==> config.mk <==
export PLATFORM = sky130hd
export DESIGN_NAME = cps_div_cell
export DESIGN_NICKNAME = d
export VERILOG_FILES = /design/src/hdl/cps_pkg.sv /design/src/hdl/cps_div_cell.sv
export SDC_FILE = /design/constraint.sdc
export NUM_CORES = 1
export LEC_CHECK = 0
export BUFFER_PORTS_ARGS = -buffer_cell sky130_fd_sc_hd__clkbuf_2
export CAP_MARGIN = 20
export CORE_AREA = 4 4 206 208
export DETAILED_ROUTE_END_ITERATION = 10
export DIE_AREA = 0 0 210 212
export PLACE_DENSITY = 0.67
export SLEW_MARGIN = 5
export SYNTH_ARGS = -nofsm -noshare
export SYNTH_HDL_FRONTEND = slang
export SYNTH_SLANG_ARGS = --single-unit
==> constraint.sdc <==
create_clock -name clock -period 10.95 [get_ports clock]
set_input_delay 1.095 -clock clock [delete_from_list [all_inputs] [get_ports clock]]
set_output_delay 1.095 -clock clock [all_outputs]
set_load 0.005 [all_outputs]
==> src/hdl/cps_pkg.sv <==
// Shared types and widths for the closest-point-on-segment pipeline.
package cps_pkg;

   localparam int COORD_W = 24;
   localparam int DIFF_W  = 25;
   localparam int PROD_W  = 50;
   localparam int SUM_W   = 52;
   // Squared length stays below 3 * 2^48, so a doubled remainder fits in 51 bits.
   localparam int REM_W   = 51;

   typedef logic signed [COORD_W-1:0] coord_type;
   typedef logic signed [DIFF_W-1:0]  diff_type;
   typedef logic signed [PROD_W-1:0]  prod_type;
   typedef logic signed [SUM_W-1:0]   sum_type;
   typedef logic [REM_W-1:0]          rem_type;

   typedef enum logic [1:0] {
      REGION_START  = 2'd0,
      REGION_END    = 2'd1,
      REGION_INSIDE = 2'd2
   } region_type;

   typedef struct packed {
      coord_type [2:0] s;
      diff_type [2:0]  d;
      region_type      region;
   } geom_type;

   typedef struct packed {
      rem_type  rem;
      rem_type  den;
      geom_type geom;
   } div_tok_type;

endpackage

==> src/hdl/cps_div_cell.sv <==
// One restoring-division cell: produces one quotient bit of the ratio per stage.
module cps_div_cell #(
   parameter int FRACTION_BITS = 16,
   parameter bit FIRST_STEP    = 1'b0
) (
   input  logic                       clock,
   input  logic                       reset,
   input  logic                       up_valid,
   output logic                       up_ready,
   input  cps_pkg::div_tok_type       up_tok,
   input  logic [FRACTION_BITS:0]     up_quo,
   output logic                       dn_valid,
   input  logic                       dn_ready,
   output cps_pkg::div_tok_type       dn_tok,
   output logic [FRACTION_BITS:0]     dn_quo
);
   import cps_pkg::*;

   localparam int QW = FRACTION_BITS + 1;

   logic            valid_ff;
   div_tok_type     tok_ff, tok_in;
   logic [QW-1:0]   quo_ff, quo_in;
   rem_type         shifted;
   logic            take;

   assign up_ready = !valid_ff || dn_ready;

   always_comb begin
      // The first cell tests the integer bit; the rest shift in one fraction bit each.
      shifted = FIRST_STEP ? up_tok.rem : {up_tok.rem[REM_W-2:0], 1'b0};
      take    = shifted >= up_tok.den;
      tok_in     = up_tok;
      tok_in.rem = take ? shifted - up_tok.den : shifted;
      quo_in     = {up_quo[QW-2:0], take};
   end

   always_ff @(posedge clock) begin
      if (reset) begin
         valid_ff <= 1'b0;
      end else if (up_ready) begin
         valid_ff <= up_valid;
      end
   end

   always_ff @(posedge clock) begin
      if (up_ready && up_valid) begin
         tok_ff <= tok_in;
         quo_ff <= quo_in;
      end
   end

   assign dn_valid = valid_ff;
   assign dn_tok   = tok_ff;
   assign dn_quo   = quo_ff;

endmodule

==> impl_metrics.toml <==
[routing]
vias = 9645
wl_per_cell_um = 23.1
via_per_inst = 4.78
post-route-drc-count = 0
detail-route-antenna-nets = 0
drt_wl_total_um = 46600
dr.pass1.iters = 5
drt_iter0_markers = 634

[finish]
design_area_um2 = 16300
multi_input_area_um2 = 3530
final-seq-area_um2 = 8070
fin_cells = 2018
area_growth_pct = 36.0
finalNetCount = 1782
fillers = 3911
drive_gt1_share_pct = 40.7

[global_routing]
overflow = 0
grt_pass1_wl_um = 63900
grt_max_degree = 163
antenna_found_initial = 11
grt_util_all_layers_pct = 19.5
grt_pass1_vias = 9461

[sta]
hold_viol_final = 0
worstMarginPinSlew_ns = 0.989
rsz0062_at_grt = "false"
drv_slew = 0
finalSetupTns_ns = 0
finalCritPeriodShare_pct = 36.4
setup_violations = 0
slew-limit-headroom_pct = 34.1
hold_slack_ns = 0.542
final.min_clock_period_ns = 3.99
skew_ns = 0.0286
fmax_mhz = 251
fin_ws_ns = 6.96

[die]
io_pins = 542
core-area_um2 = 40600
dieHeight_um = 212
die_area_um2 = 44500
core.rowCount = 74
start_util_pct = 29.6
die_w_um = 210

[placement]
dpl_cell_area_um2 = 15200
port_buffers = 539
place_ws_ns = 6.29
gp_congestion = 0.923
dp_hpwl_um = 38500
dp.cells = 1958

[power]
peakVddDrop_mv = 0.159
power_density_nw_per_um2 = 169
p_leak_nw = 7.24

[logic_synthesis]
synth_fa_ha_area_share_pct = 5.49
yosys_most_used_dff = "edfxtp_1"
synth-seq-cells = 269
synth_warnings = 0
synth-xor-area-share_pct = 3.00
synth_compound_area_share_pct = 12.1
postSynth.asyncResetShare_pct = 0
synth_top_family_by_area = "compound AO/OA/AOI/OAI gates"
synth_top_cell_by_area = "edfxtp_1"
syn_area_um2 = 12000
seq_area_frac_synth_pct = 67.3
synth.avg_cell_area_um2 = 13.0
synthMuxAreaShare_pct = 0.188
synth_top_area_share_pct = 67.2
syn_nets = 1245
synth_edf_count = 268
synth_area_leaders = "edfxtp_1 (67%), ha_1 (5.3%), a21oi_1 (3.5%)"
netlist-cell-type-count = 60
synth-simple-area-share_pct = 8.58
synth_cells = 921

[hold_path]
min_path_type = "reg2reg"
min_path_cells = 2

[cts]
cts_resized = 0
clock_latency_ns = 0.58
path_clk_slew_ns = 0.06
cts.htree.levels = 1
holdBufCountCts = 0
clockBufferDepth = 3
post-cts-setup-buffers = 0
cts_tree = "built"
numCtsBuffers = 30
root_buffer = "clkbuf_16"
clock-sinks = 269

[setup_path]
path_class = "in2reg"
crit_required_ns = 11.33
crit_path_start_kind = "input port"
r2r_cells = 3
cp-end-kind = "register"
worstPathMaxFanout = 59
cp.arrival_ns = 4.37

[status]
outcome = "completed"

[flow_run]
max_cap_viol_count = 0
layout make-up:
type                    instances  share of cell area [%]
flip-flops and latches        269                    49.5
multi-input cells             549                    21.6
repair buffers                543                    16.8
clock buffers                  34                    4.70
well taps                     532                    4.08
clock inverters                20                    1.70
inverters                      65                    1.50
diodes                          6                  0.0921
routing by layer:
metal / share of wire, % / track usage [%]
met1: 37 / 22.4
met2: 53 / 36.5
met3: 8.0 / 5.46
met4: 1.7 / 3.76
met5: 0.047 / 0
final timing paths:
check                                            from               endpoint  slack [ns]
worst max-delay path                      up_tok[161]  dn_tok[245]$_DFFE_PP_        6.96
worst min-delay path            dn_valid$_SDFFE_PP0N_  dn_valid$_SDFFE_PP0N_        0.54
worst max register to register  dn_valid$_SDFFE_PP0N_  dn_tok[177]$_DFFE_PP_        8.69
worst min register to register  dn_valid$_SDFFE_PP0N_  dn_valid$_SDFFE_PP0N_        0.54
cell usage in the layout, fill, tap and decap left out, types with 7 or more instances in the layout:
cell type    n
inv_1       64
and3_1       7
a21oi_1     84
ha_1        51
nor3_1      14
o21bai_1    13
xor2_1      16
a211oi_1     8
xnor2_1     25
o21ai_0     30
nor2_1      59
a21o_1      32
edfxtp_1   268
o21ai_1     24
nand2_1     69
a31oi_1      7
nand4_1     15
clkbuf_16   30
nand3_1     25
clkbuf_2   539
critical path: stages:
cell and delay (ns):
clkbuf_2 0.11, inv_1 0.05, ha_1 0.41, a211oi_1 0.29, nor2_1 0.10, o21ai_1 0.21, nor4b_1 0.61, nor3_1 0.19
o21a_1 0.27, o21ai_4 0.16, inv_2 0.04, buf_4 0.32, and2_0 0.25, a211oi_1 0.23
sequential cells by signal (all words and copies together) (netlist names):
| name | cells |
|---|---|
| dn_valid | 1 |
| dn_quo | 17 |
| dn_tok | 251 |
cell families (layout without fill, tap and decap cells):
family	count (synthesis)	count (layout)
AO/OA/AOI/OAI	235	235
XOR/XNOR	41	41
adder cells (fa/ha/maj)	52	52
buffers and inverters	103	662
flip-flops	269	269
multiplexers	2	2
other	0	6
AND/OR/NAND/NOR	219	219
report_power, final:
part           switching (mW)  internal [mW]  leakage (nW)
clock                   0.421          0.644         0.509
sequential             0.0222           1.23          2.60
combinational           0.266          0.176          4.13
total                   0.709           2.05          7.24
synth_stat cells, drive strengths merged, types with 2 or more instances:
library cell and number:
nand3 25, nand4 15, mux2 2, ha 51
edfxtp 268, a41o 2, nor2 59, o211ai 3
a21o 32, a311oi 3, xnor2 25, nand2b 6
a211oi 9, o21a 4, nor2b 3, and3 8
a31oi 7, o31ai 7, o21bai 13, o311ai 2
nor3 14, xor2 16, o221ai 2, nor3b 3
o41ai 2, buf 10, a2111oi 2, nand3b 2
o31a 2, a21oi 85, o21ai 55, nand2 70
inv 65, and2 3, clkbuf 28, or3 4
through the flow:
step / power, mW / utilization, %
after CTS: 2.79 / 40.2
after detailed placement: 1.71 / 37.6
after floorplan: 1.51 / -
after global placement: 1.71 / 37.6
after global routing: 2.89 / 40.2
final: 2.76 / 40.2
No activity file was read; power rests on OpenSTA's default activity.
