`config.mk`:
```
export PLATFORM = sky130hd
export DESIGN_NAME = cps_scale
export DESIGN_NICKNAME = d
export VERILOG_FILES = /design/src/hdl/cps_pkg.sv /design/src/hdl/cps_scale.sv
export SDC_FILE = /design/constraint.sdc
export NUM_CORES = 2
export LEC_CHECK = 0
export ABC_AREA = 1
export BUFFER_PORTS_ARGS = -buffer_cell sky130_fd_sc_hd__buf_2
export CORE_MARGIN = 2
export CORE_UTILIZATION = 59
export DETAILED_ROUTE_END_ITERATION = 8
export PLACE_DENSITY = 0.8
export SLEW_MARGIN = 40
export SYNTH_ARGS = -nofsm -noshare
export SYNTH_HDL_FRONTEND = slang
export SYNTH_SLANG_ARGS = --single-unit
```
`constraint.sdc`:
```
create_clock -name clock -period 6.8 [get_ports clock]
set_clock_uncertainty 0.2 [all_clocks]
set_input_delay 0.34 -clock clock [delete_from_list [all_inputs] [get_ports clock]]
set_output_delay 0.34 -clock clock [all_outputs]
set_load 0.01 [all_outputs]
```
`src/hdl/cps_pkg.sv`:
```
// Shared types and widths for the closest-point-on-segment pipeline.
package cps_pkg;

   localparam int COORD_W = 24;
   localparam int DIFF_W  = 25;
   localparam int PROD_W  = 50;
   localparam int SUM_W   = 52;
   // Squared length stays below 3 * 2^48, so a doubled remainder fits in 51 bits.
   localparam int REM_W   = 51;

   typedef logic signed [COORD_W-1:0] coord_type;
   typedef logic signed [DIFF_W-1:0]  diff_type;
   typedef logic signed [PROD_W-1:0]  prod_type;
   typedef logic signed [SUM_W-1:0]   sum_type;
   typedef logic [REM_W-1:0]          rem_type;

   typedef enum logic [1:0] {
      REGION_START  = 2'd0,
      REGION_END    = 2'd1,
      REGION_INSIDE = 2'd2
   } region_type;

   typedef struct packed {
      coord_type [2:0] s;
      diff_type [2:0]  d;
      region_type      region;
   } geom_type;

   typedef struct packed {
      rem_type  rem;
      rem_type  den;
      geom_type geom;
   } div_tok_type;

endpackage

```
`src/hdl/cps_scale.sv`:
```
// Back end: scales the segment direction by the ratio and selects the result point.
module cps_scale #(
   parameter int FRACTION_BITS = 16
) (
   input  logic                     clock,
   input  logic                     reset,
   input  logic                     up_valid,
   output logic                     up_ready,
   input  cps_pkg::geom_type        up_geom,
   input  logic [FRACTION_BITS:0]   up_quo,
   output logic                     dn_valid,
   input  logic                     dn_ready,
   output cps_pkg::coord_type [2:0] dn_near,
   output cps_pkg::region_type      dn_region
);
   import cps_pkg::*;

   localparam int QW = FRACTION_BITS + 1;
   localparam int PW = QW + COORD_W;

   logic            m_valid_ff, o_valid_ff;
   logic            m_ready, o_ready;
   geom_type        m_geom_ff;
   logic [PW-1:0]   m_prod_ff [3];
   logic [PW-1:0]   m_prod_in [3];
   logic [COORD_W-1:0] mag [3];

   coord_type [2:0] near_ff, near_in;
   region_type      region_ff;
   diff_type        scaled [3];
   diff_type        delta [3];
   diff_type        sum [3];

   assign o_ready  = !o_valid_ff || dn_ready;
   assign m_ready  = !m_valid_ff || o_ready;
   assign up_ready = m_ready;

   always_comb begin
      for (int i = 0; i < 3; i++) begin
         // The magnitude of a difference never exceeds 2^24 - 1.
         mag[i] = up_geom.d[i] < 0 ? COORD_W'(-up_geom.d[i]) : COORD_W'(up_geom.d[i]);
         m_prod_in[i] = PW'(up_quo) * PW'(mag[i]);
      end
   end

   always_comb begin
      for (int i = 0; i < 3; i++) begin
         scaled[i] = diff_type'(m_prod_ff[i][FRACTION_BITS +: DIFF_W]);
         case (m_geom_ff.region)
            REGION_START:  delta[i] = '0;
            REGION_END:    delta[i] = m_geom_ff.d[i];
            REGION_INSIDE: delta[i] = m_geom_ff.d[i] < 0 ? -scaled[i] : scaled[i];
            default:       delta[i] = '0;
         endcase
         sum[i]     = diff_type'(m_geom_ff.s[i]) + delta[i];
         near_in[i] = sum[i][COORD_W-1:0];
      end
   end

   always_ff @(posedge clock) begin
      if (reset) begin
         m_valid_ff <= 1'b0;
         o_valid_ff <= 1'b0;
      end else begin
         if (m_ready) m_valid_ff <= up_valid;
         if (o_ready) o_valid_ff <= m_valid_ff;
      end
   end

   always_ff @(posedge clock) begin
      if (m_ready && up_valid) begin
         m_geom_ff <= up_geom;
         for (int i = 0; i < 3; i++) begin
            m_prod_ff[i] <= m_prod_in[i];
         end
      end
      if (o_ready && m_valid_ff) begin
         near_ff   <= near_in;
         region_ff <= m_geom_ff.region;
      end
   end

   assign dn_valid  = o_valid_ff;
   assign dn_near   = near_ff;
   assign dn_region = region_ff;

endmodule

```
==> results.toml <==
[sta]
grt_setup_unrepaired = "true"
post-route-period-util_pct = 98.1
tightest_slew_ps = 807
timing.final.hold_violations = 0
final_period_minus_worst_setup_slack_ps = 6670
fmaxAchievable_ghz = 0.150
setup_viol = 0
max_slew_margin_pct = 45.6
maxSlewViolCount = 0

[clock_tree]
clkTransAtPathRegs_ps = 80
clk_path_buf_depth = 3
clockRootBuffer = "sky130_fd_sc_hd__clkbuf_16"
cts_made_buffers = 31
cts_tree = "yes"
cts.htree.levels = 1
clock_sink_count = 297
worst_skew_pair.late_latency_ps = 620

[place]
detailedPlacementHpwl_um = 166000
portBuffers = 245
routabilityCongestion = 1.05
dpl_cell_area_um2 = 65100
placed_cells = 9241

[worst_setup_path]
worst_setup_path_start_kind = "input pin"
critical_path.max_stage_delay_ps = 580
setup.worst_path.end = "m_prod_ff[0][62]$_DFFE_PP_"
endpoint_kind = "flop"
crit-reg2reg-launch = "m_geom_ff[0]$_DFFE_PP_"
cp_data_required_time_ps = 7020
cp_slowest_cell = "sky130_fd_sc_hd__fa_1"
cp-startpoint = "up_geom[27]"
timing.rr.end = "dn_near[42]$_DFFE_PP_"
worst-path-max-fanout = 7
reg2regPathDepth = 18
reg2reg_slack_ps = 1730
cp.arrival_ps = 6890
path_class = "input pin to flop"

[floorplanning]
rows = 113
die_h_um = 314
die_width_um = 314
coreArea_um2 = 95200
number_of_top_level_pins = 246
starting_utilization_of_the_core_area_pct = 59.7
floorplan.die_area_um2 = 98800

[global_routing]
via_count_of_the_first_global_routing_pass = 54000
grt_pass1_wl_um = 310000
grt_start_max_net_pins = 112
globalRouteOverflowTotal = 0
grt_antenna_before_repair = 14
overall_global_routing_resource_usage_pct = 41.5

[synth]
synth_enable_flop_cells = 295
postSynth.topFlopCell = "sky130_fd_sc_hd__edfxtp_1"
synth_async_sr_flop_share_pct = 0
synth_fp_nets = 8728
synth_seq_area_share_pct = 15.7
yosys.area.top_type = "sky130_fd_sc_hd__fa_1"
synth_warnings = 0
yosys.area.top_type_share_pct = 34.6
synth.cells.most_frequent = "1637 x sky130_fd_sc_hd__nand2_1, 1556 x sky130_fd_sc_hd__inv_1, 981 x sky130_fd_sc_hd__fa_1"
syn-instance-count = 7173
syn-mean-instance-area_um2 = 7.92
synth.lib_cells_used.distinct = 57
flop_and_latch_count_out_of_synthesis = 297
mappedNetlistArea_um2 = 56800
synth_area_leaders = "sky130_fd_sc_hd__fa_1 35%, sky130_fd_sc_hd__edfxtp_1 16%, sky130_fd_sc_hd__nand2_1 11%"
post-synth-top-count-cell = "sky130_fd_sc_hd__nand2_1"

[outcome]
status = "complete, no violations"

[drt]
route.detailed.wl_per_inst_um = 21.5
vias = 53600
totalWireLength_um = 204000
drt_first_iter_violations = 6030
drcViolationCount = 0
ant_nets = 0
post_drt_via_cell_ratio = 5.66
detail_route.first_pass.iterations = 6

[final_layout]
design_area_um2 = 69000
fin_nets = 9730
fillerInstances = 7430
area_delta_synth_final_pct = 21.5
layout-drive-gt1-share_pct = 17.1
layoutNonFillerInstCount = 9471

[hold_path]
hold_class = "input pin to flop"

[flow_run]
drv.max_cap_violation_count = 0
[layout make-up]
class                      count  area, um^2  area share, %
antenna                        6        15.0         0.0217
clock buffer                  31         776           1.12
clock inverter                27         335          0.486
inverter                    1585        6000           8.70
multi-input combinational   5063       42100           61.0
sequential                   297        8900           12.9
tap                         1265        1580           2.29
timing repair buffer        1196        9300           13.5
timing repair inverter         1        5.00        0.00725
[metal layers]
layer | routed length, um | vias to the layer above | track usage, %
met4 | 9160 | 16 | 15.3
met5 | 130 | - | 0
met3 | 26900 | 627 | 10.9
li1 | - | 23700 | -
met1 | 82200 | 25900 | 59.4
met2 | 85500 | 3334 | 61.1
[placed cells by master, fill, tap and decap left out, drive strengths merged, types with 2 or more instances in the layout]
cell         count
a221oi           2
o21ai          191
a21boi           8
fa             981
o21bai          28
edfxtp         295
ha             404
nand3          257
nor4            21
nand3b          16
a211oi           2
buf           1049
diode            6
and2             2
o211ai          24
xnor2           38
nor2           877
nand2         1644
clkinv          26
and3             3
or2             16
xor2            91
bufinv           5
clkinvlp        10
nand4           32
clkbuf          32
o31ai            6
o21a            12
a21oi          293
dfxtp            2
a31oi           25
inv           1572
a21o            31
nor3            52
dlygate4sd3    145
[per-stage QoR]
stage | setup slack, ps | TNS (ps) | util, % | hold WS, ps
3_5_place_dp | -587 | -27810 | 68.4 | 309
6_report | 132 | 0 | 72.6 | 16.5
5_1_grt | -72.6 | -653 | 72.6 | 37.4
4_1_cts | 18.8 | 0 | 71.1 | 21.0
3_3_place_gp | -611 | -23010 | 68.4 | 297
2_1_floorplan | 269 | 0 | - | 209
[registers in the layout, indices dropped and copies added (netlist names)]
register and count:
dn_near 72, dn_valid 1, m_valid_ff 1, dn_region 2, m_geom_ff 149, m_prod_ff 72
[worst min-delay path by stage]
stage | start | to | slack [ps] | cells past startpoint
final | up_geom[69] | m_geom_ff[69]$_DFFE_PP_ | 20 | 1
after floorplan | reset | dn_valid$_SDFFE_PP0P_ | 210 | 1
after global placement | m_geom_ff[1]$_DFFE_PP_ | dn_region[1]$_DFFE_PP_ | 300 | 0
after CTS | up_geom[33] | m_geom_ff[33]$_DFFE_PP_ | 20 | 3
after global routing | up_geom[35] | m_geom_ff[35]$_DFFE_PP_ | 40 | 2
after detailed placement | m_geom_ff[1]$_DFFE_PP_ | dn_region[1]$_DFFE_PP_ | 310 | 0
[timing repair]
item                                    4_1_cts  5_1_grt
endpoints found under the setup margin        0       70
setup buffers                                 0       21
gates resized for setup                       0      319
endpoints found under the hold margin       145        0
hold buffers                                146        0
[cells by family (layout without fill, tap and decap cells)]
group,after synthesis,in the layout,synth area share [%]
other,0,6,0
XOR/XNOR,129,129,2.03
adder cells (fa/ha/maj),1385,1385,43.5
buffers and inverters,1813,2840,12.1
AND/OR/NAND/NOR,2921,2921,20.6
flip-flops,297,297,15.7
AO/OA/AOI/OAI,628,628,6.17
[worst max-delay path, delay by kind of cell]
family / cells / cell delay (ps)
adder cells (fa/ha/maj): 8 / 3490
buffers and inverters: 11 / 980
AO/OA/AOI/OAI: 3 / 590
AND/OR/NAND/NOR: 11 / 1450
Power is not shown: default switching activity piles up to over one toggle a cycle in this logic, so the estimate is an artifact.
